$ cat src/hw/rtl/cpts_pkg.sv
`timescale 1ns / 1ps
// ----------------------------------------------------------------------------
// cpts_pkg
// Shared types, codes and constants of the periodic CAN transmit scheduler.
// ----------------------------------------------------------------------------
package cpts_pkg;

	localparam int MAX_JOBS_DEF    = 32;
	localparam int BURST_LIMIT_DEF = 16;
	localparam int SLEEP_CAP_DEF   = 50;
	localparam int QUEUE_DEPTH     = 2;

	localparam int TIME_W  = 48;
	localparam int PER_W   = 32;
	localparam int ID_W    = 31;
	localparam int IDENT_W = 29;
	localparam int LEN_W   = 4;
	localparam int PAY_W   = 64;
	localparam int SLEEP_W = 6;
	localparam int FLAGS_W = IDENT_W + 2 + LEN_W;

	localparam logic [1:0] CMD_SCAN     = 2'd0;
	localparam logic [1:0] CMD_REGISTER = 2'd1;
	localparam logic [1:0] CMD_CANCEL   = 2'd2;
	localparam logic [1:0] CMD_UNUSED   = 2'd3;

	localparam logic [1:0] KIND_FRAME      = 2'd0;
	localparam logic [1:0] KIND_SUMMARY    = 2'd1;
	localparam logic [1:0] KIND_REG_ACK    = 2'd2;
	localparam logic [1:0] KIND_CANCEL_ACK = 2'd3;

	localparam logic [1:0] STAT_OK      = 2'd0;
	localparam logic [1:0] STAT_INVALID = 2'd1;
	localparam logic [1:0] STAT_FULL    = 2'd2;

	localparam logic [LEN_W-1:0] MAX_DLC = 4'd8;

	typedef enum logic [1:0] {
		OP_SCAN,
		OP_REGISTER,
		OP_CANCEL
	} op_t;

	typedef struct packed {
		op_t                 op;
		logic [TIME_W-1:0]   now;
		logic [ID_W-1:0]     cancel_id;
		logic [IDENT_W-1:0]  ident;
		logic                ext;
		logic                rtr;
		logic [LEN_W-1:0]    len;
		logic [PAY_W-1:0]    payload;
		logic [PER_W-1:0]    period;
	} job_cmd_t;

	typedef enum logic [3:0] {
		ES_IDLE,
		ES_REG,
		ES_C_FIND,
		ES_C_CMP,
		ES_C_DONE,
		ES_S_FIND,
		ES_S_EVAL,
		ES_S_EMIT,
		ES_S_DIV,
		ES_S_UPD,
		ES_S_SUM
	} eng_state_t;

endpackage

$ cat src/hw/rtl/cpts_front.sv
`timescale 1ns / 1ps
// ----------------------------------------------------------------------------
// cpts_front
// Accepts command items, drops unused codes and queues the rest for the engine.
// ----------------------------------------------------------------------------
module cpts_front (
	input  logic                              clk,
	input  logic                              arst_n,
	input  logic                              in_valid,
	output logic                              in_ready,
	input  logic [1:0]                        cmd,
	input  logic [cpts_pkg::TIME_W-1:0]       current_time_ms,
	input  logic [cpts_pkg::ID_W-1:0]         cancel_id,
	input  logic [cpts_pkg::IDENT_W-1:0]      frame_ident,
	input  logic                              frame_extended,
	input  logic                              frame_remote,
	input  logic [cpts_pkg::LEN_W-1:0]        frame_length,
	input  logic [cpts_pkg::PAY_W-1:0]        frame_payload,
	input  logic [cpts_pkg::PER_W-1:0]        period,
	output logic                              q_valid,
	output cpts_pkg::job_cmd_t                q_head,
	input  logic                              q_pop
);
	import cpts_pkg::*;

	localparam int PTR_W = (QUEUE_DEPTH > 1) ? $clog2(QUEUE_DEPTH) : 1;
	localparam int CNT_W = $clog2(QUEUE_DEPTH + 1);

	job_cmd_t          ent_q [QUEUE_DEPTH];
	logic [PTR_W-1:0]  wr_ptr_q;
	logic [PTR_W-1:0]  rd_ptr_q;
	logic [CNT_W-1:0]  cnt_q;
	logic              accept;
	logic              push;
	job_cmd_t          item;

	assign in_ready = (cnt_q != CNT_W'(QUEUE_DEPTH));
	assign accept   = in_valid && in_ready;
	assign push     = accept && (cmd != CMD_UNUSED);
	assign q_valid  = (cnt_q != '0);
	assign q_head   = ent_q[rd_ptr_q];

	always_comb begin
		item.now       = current_time_ms;
		item.cancel_id = cancel_id;
		item.ident     = frame_ident;
		item.ext       = frame_extended;
		item.rtr       = frame_remote;
		item.len       = frame_length;
		item.payload   = frame_payload;
		item.period    = period;
		unique case (cmd)
			CMD_REGISTER: item.op = OP_REGISTER;
			CMD_CANCEL:   item.op = OP_CANCEL;
			default:      item.op = OP_SCAN;
		endcase
	end

	always_ff @(posedge clk) begin
		if (push) begin
			ent_q[wr_ptr_q] <= item;
		end
	end

	always_ff @(posedge clk or negedge arst_n) begin
		if (!arst_n) begin
			wr_ptr_q <= '0;
			rd_ptr_q <= '0;
			cnt_q    <= '0;
		end else begin
			if (push) begin
				wr_ptr_q <= (wr_ptr_q == PTR_W'(QUEUE_DEPTH - 1)) ? '0 : wr_ptr_q + 1'b1;
			end
			if (q_pop) begin
				rd_ptr_q <= (rd_ptr_q == PTR_W'(QUEUE_DEPTH - 1)) ? '0 : rd_ptr_q + 1'b1;
			end
			cnt_q <= cnt_q + CNT_W'(push) - CNT_W'(q_pop);
		end
	end

endmodule

$ cat config.mk
export PLATFORM = sky130hd
export DESIGN_NAME = cpts_front
export DESIGN_NICKNAME = d
export VERILOG_FILES = /design/src/hw/rtl/cpts_pkg.sv /design/src/hw/rtl/cpts_front.sv
export SDC_FILE = /design/constraint.sdc
export NUM_CORES = 1
export LEC_CHECK = 0
export ABC_AREA = 0
export BUFFER_PORTS_ARGS = -buffer_cell sky130_fd_sc_hd__buf_2
export CAP_MARGIN = 0
export CORE_MARGIN = 2
export CORE_UTILIZATION = 53
export DETAILED_ROUTE_END_ITERATION = 8
export GPL_TIMING_DRIVEN = 0
export HOLD_SLACK_MARGIN = 0.02
export PLACE_DENSITY = 0.88
export SLEW_MARGIN = 25
export SYNTH_ARGS = -nofsm -noshare
export SYNTH_HDL_FRONTEND = slang
export SYNTH_SLANG_ARGS = --single-unit
$ cat constraint.sdc
create_clock -name clk -period 14.6 [get_ports clk]
set_input_delay 1.46 -clock clk [delete_from_list [all_inputs] [get_ports clk]]
set_output_delay 1.46 -clock clk [all_outputs]
set_load 0.03 [all_outputs]
# ---- Word-level counts from Yosys, hierarchy flattened
# Memories as Yosys holds them, arrays and structs flattened.
# Index checks and enable logic that the tools add are counted.
dict set report totals {
  reg_bits 4
  ram_bits 424
  inputBits 216
  output_inout_bits 214
  word_cells 20
  mem_count 1
}
dict set report op_classes {
  n_addsub 4
  eq_ne 4
  muxes 5
  n_reduce_logical 3
}
# name depth word_bits read_ports rd_clocked_by_memory_dff write_ports line
set mem_list {}
lappend mem_list {ent_q 2 212 1 0 1 cpts_front.sv:29} ;# job_cmd_t ent_q [QUEUE_DEPTH];
# cell count
set op_table {}
lappend op_table {{two-way mux 1 bit} 4}
lappend op_table {{inequality test 2 bit (second input constant)} 2}
lappend op_table {{case mux 2 bit (2 select lines)} 1}
lappend op_table {{adder 1 bit (second input constant)} 2}
lappend op_table {{adder 2 x 1 -> 2 bit} 1}
lappend op_table {{equality test 2 x 1 -> 1 bit (second input constant)} 1}
lappend op_table {{equality test 2 bit (second input constant)} 1}
lappend op_table {{logical AND 1 bit} 2}
lappend op_table {{nonzero test 2 bit} 1}
lappend op_table {{subtractor 2 x 1 -> 2 bit} 1}

# ---- Depth between registers and ports, before layout
dict set report depth {
  ltp_word 5
  ltp_mapped 6
  ltp_nobuf 6
}

# ---- Worst setup path after synthesis
# Ideal clock, no wire load.
dict set report synth_path {
  kind {input-to-reg}
  from {in cmd[0]}
  to {mem ent_q[0][0] (netlist bit), enable pin}
  setup_time_ns 0.789
  arrival_time_ns 10.531
  t_required_ns 13.811
  path_slack_ns 3.280
  stages 3
  path_buffers 0
  cell_sequence {nand2_1 > nand3_1 > nor2_1}
}
dict set report synth_between {
  elab_chain_cells 4
}
# element line
set synth_lines {}
lappend synth_lines {{from (decl)} cpts_front.sv:11} ;# input logic [1:0] cmd,
lappend synth_lines {{inequality test 2 bit} cpts_front.sv:39} ;# assign push = accept && (cmd != CMD_UNUSED);
lappend synth_lines {{logical AND 1 bit} cpts_front.sv:39}
lappend synth_lines {{two-way mux 1 bit} cpts_front.sv:60} ;# if (push) begin
lappend synth_lines {{two-way mux 1 bit (implied by the code)} cpts_front.sv:61} ;# ent_q[wr_ptr_q] <= item;
lappend synth_lines {{to (decl)} cpts_front.sv:29}
# No other way between the ends.

==> impl_metrics.prom <==
# TYPE chip_impl_metric gauge
chip_impl_info{name="outcome",value="completed"} 1
chip_impl_metric{name="wl",unit="µm"} 34400
chip_impl_metric{name="core_area",unit="µm²"} 30300
chip_impl_metric{name="timing.clock.skew",unit="ns"} 0.0112
chip_impl_metric{name="detail-route-antenna-nets",unit=""} 0
chip_impl_metric{name="pwr_density_cell",unit="nW/µm²"} 214
chip_impl_metric{name="tightest_slew",unit="ns"} 0.619
chip_impl_metric{name="remaining_global_route_overflow",unit=""} 0
chip_impl_metric{name="cts.repair_timing.setup_buffer_count",unit=""} 0
chip_impl_metric{name="io_buffer_count",unit=""} 429
chip_impl_metric{name="fillerInstances",unit=""} 1921
chip_impl_metric{name="max_capacitance_violation_count",unit=""} 0
chip_impl_metric{name="worst-path-max-fanout",unit=""} 10
chip_impl_info{name="cp-start-kind",value="flip-flop"} 1
chip_impl_metric{name="final.setup.tns",unit="ns"} 0
chip_impl_metric{name="cts_num_sinks",unit=""} 428
chip_impl_metric{name="static-leakage-power",unit="nW"} 8.28
chip_impl_metric{name="number_of_global_route_vias_before_repair",unit=""} 8850
chip_impl_metric{name="synth_simple_gate_area_share",unit="%"} 0.255
chip_impl_metric{name="grt_pass1_wl",unit="µm"} 49100
chip_impl_metric{name="ys.warnings.count",unit=""} 0
chip_impl_metric{name="syn2layout_area_growth",unit="%"} 28.3
chip_impl_metric{name="post_route_drc",unit=""} 0
chip_impl_metric{name="routed_wire_length_per_instance",unit="µm"} 21.4
chip_impl_metric{name="fp-row-count",unit=""} 64
chip_impl_info{name="mostFrequentLayoutCells",value="buf_2 (433), edfxtp_1 (424), mux2_4 (170), clkbuf_16 (45), mux2_2 (42)"} 1
chip_impl_metric{name="worst_hold_slack",unit="ns"} 0.546
chip_impl_metric{name="total_vias_in_the_final_route",unit=""} 8328
chip_impl_metric{name="cts_resized",unit=""} 0
chip_impl_metric{name="cts_buffers",unit=""} 43
chip_impl_metric{name="total_iterations_of_the_first_detailed_routing_run",unit=""} 4
chip_impl_metric{name="h-tree-depth",unit=""} 2
chip_impl_metric{name="max_clock_freq",unit="GHz"} 0.295
chip_impl_metric{name="detailedPlacementHpwl",unit="µm"} 25000
chip_impl_metric{name="adder_cell_area_share_of_the_yosys_netlist",unit="%"} 0.0772
chip_impl_metric{name="drt-initial-drc-count",unit=""} 411
chip_impl_metric{name="synth.net_count",unit=""} 898
chip_impl_metric{name="final_max_slew_viol_count",unit=""} 0
chip_impl_metric{name="antenna_found_initial",unit=""} 8
chip_impl_metric{name="routabilityCongestion",unit=""} 0.756
chip_impl_metric{name="synth.ff_latch_count",unit=""} 428
chip_impl_metric{name="power.ir.vdd_worst",unit="mV"} 0.153
chip_impl_metric{name="routed_via_count_divided_by_cell_count",unit=""} 5.18
chip_impl_metric{name="final_layout_size_suffix_gt1_share",unit="%"} 61.8
chip_impl_metric{name="cts_max_path_buffers",unit=""} 3
chip_impl_info{name="critPathCaptureType",value="primary output"} 1
chip_impl_info{name="layout_commonest_cell",value="buf_2"} 1
chip_impl_info{name="root_buffer_cell",value="clkbuf_16"} 1
chip_impl_metric{name="pin_count_of_the_biggest_net_entering_global_routing",unit=""} 27
chip_impl_metric{name="height_of_the_chip",unit="µm"} 179
chip_impl_metric{name="min_period",unit="ns"} 3.39
chip_impl_metric{name="setup_viol_count_final",unit=""} 0
chip_impl_metric{name="synthDistinctLibCells",unit=""} 17
chip_impl_metric{name="clkLatencyLatePin",unit="ns"} 0.52
chip_impl_metric{name="total_power",unit="mW"} 4.45
chip_impl_metric{name="syn-mean-instance-area",unit="µm²"} 23.8
chip_impl_info{name="tritoncts",value="built"} 1
chip_impl_metric{name="synth_sequential_area_ratio",unit="%"} 79.1
chip_impl_metric{name="boundaryPins",unit=""} 430
chip_impl_info{name="class_of_the_worst_hold_path",value="flip-flop to flip-flop"} 1
chip_impl_metric{name="register_area",unit="µm²"} 12800
chip_impl_metric{name="floorplan.initialDensity",unit="%"} 53.4
chip_impl_metric{name="final_net_count",unit=""} 1394
chip_impl_metric{name="cp.required",unit="ns"} 13.14
chip_impl_info{name="synth_top_family_by_area",value="multiplexers"} 1
chip_impl_info{name="rsz0062_at_grt",value="false"} 1
chip_impl_metric{name="timing.final.crit_share",unit="%"} 23.2
chip_impl_metric{name="clk_transition_reported_paths",unit="ns"} 0.06
chip_impl_info{name="criticalPathCategory",value="flip-flop to primary output"} 1
chip_impl_metric{name="grt.total_usage",unit="%"} 20.5
chip_impl_metric{name="die_area",unit="µm²"} 32000
chip_impl_metric{name="synth_mux_area_share",unit="%"} 18.7
chip_impl_metric{name="postSynthCellCount",unit=""} 681
chip_impl_metric{name="worst_slew_margin_rel",unit="%"} 58.6
chip_impl_metric{name="synth_compound_gate_area_share",unit="%"} 0.0386
chip_impl_metric{name="area_of_the_multi_input_gates",unit="µm²"} 3140
chip_impl_metric{name="cts.hold.buffers_added",unit=""} 0
chip_impl_metric{name="post_synth_xor_area_fraction",unit="%"} 0.270
chip_impl_metric{name="cell_area_after_synthesis",unit="µm²"} 16200
chip_impl_metric{name="cp.arrival",unit="ns"} 1.93
chip_impl_metric{name="die_w",unit="µm"} 179
chip_impl_metric{name="hold_viol_final",unit=""} 0
## critical path: stages, from the launching register on
cell and delay (ns):
dfrtp_1 0.34, buf_6 0.12, buf_6 0.21, buf_6 0.21, mux2_4 0.34, buf_2 0.18
## per-stage QoR
| stage | util (%) | worst slack (ns) | cells | area (µm²) |
|---|---|---|---|---|
| floorplan | - | 3.28 | 681 | 16200 |
| global placement | 62.1 | -1.44 | 1506 | 18900 |
| detailed placement | 64.0 | 10.67 | 1528 | 19400 |
| CTS | 68.4 | 11.17 | 1600 | 20800 |
| global route | 68.5 | 11.11 | 1606 | 20800 |
| finish | 68.5 | 11.21 | 1609 | 20800 |
## layer usage
layer / track usage, % / wire [µm] / up-vias
met4: 9.52 / 1410 / 4
met5: 0 / 24 / -
met2: 37.0 / 18300 / 358
met3: 6.19 / 2750 / 104
met1: 21.9 / 11900 / 4127
li1: - / - / 3735
## state kept, by name (all words and copies together), names as in the netlist
| signal | flops |
|---|---|
| cnt_q | 2 |
| ent_q | 424 |
| rd_ptr_q | 1 |
| wr_ptr_q | 1 |
## synth_stat cells, drive strengths merged
cell | n | area share, %
nand2b | 1 | 0.039
dfrtp | 4 | 0.62
xor2 | 1 | 0.054
or2 | 1 | 0.039
nor2 | 2 | 0.046
edfxtp | 424 | 79
nor2b | 2 | 0.077
ha | 1 | 0.077
mux2 | 212 | 19
xnor2 | 4 | 0.22
a31oi | 1 | 0.039
nand3 | 1 | 0.031
inv | 2 | 0.046
nand2 | 1 | 0.023
buf | 24 | 1.5
## path summary, 6_finish.rpt
kind,start,end,cells past startpoint,slack [ns]
max,rd_ptr_q,q_head[19],5,11.21
min,cnt_q[0],cnt_q[0],1,0.55
max reg2reg,cnt_q[0],ent_q[0][56],9,11.83
min reg2reg,cnt_q[0],cnt_q[0],1,0.55
max in group asynchronous,arst_n,cnt_q[0],1,13.73
min in group asynchronous,arst_n,rd_ptr_q,1,0.74
## where the power goes
group / switching [mW] / internal, mW / leakage (nW)
sequential: 0.0550 / 1.60 / 3.95
clock: 0.421 / 0.631 / 0.655
combinational: 1.04 / 0.699 / 3.67
total: 1.52 / 2.93 / 8.28
## logic make-up after synthesis
| group | after synthesis |
|---|---|
| flops | 428 |
| mux | 212 |
| buf+inv | 26 |
| simple gates | 8 |
| xor+xnor | 5 |
| compound gates | 1 |
| fa+ha+maj | 1 |
## layout make-up
| cell class | count | area share [%] |
|---|---|---|
| multi-input cells | 227 | 15.1 |
| inverters | 2 | 0.0361 |
| diodes | 9 | 0.108 |
| clock inverters | 16 | 0.878 |
| clock buffers | 56 | 5.61 |
| flip-flops and latches | 428 | 61.7 |
| plain buffers | 24 | 1.18 |
| well taps | 396 | 2.38 |
| repair buffers | 451 | 13.0 |
(Power assumes the default switching activity.)
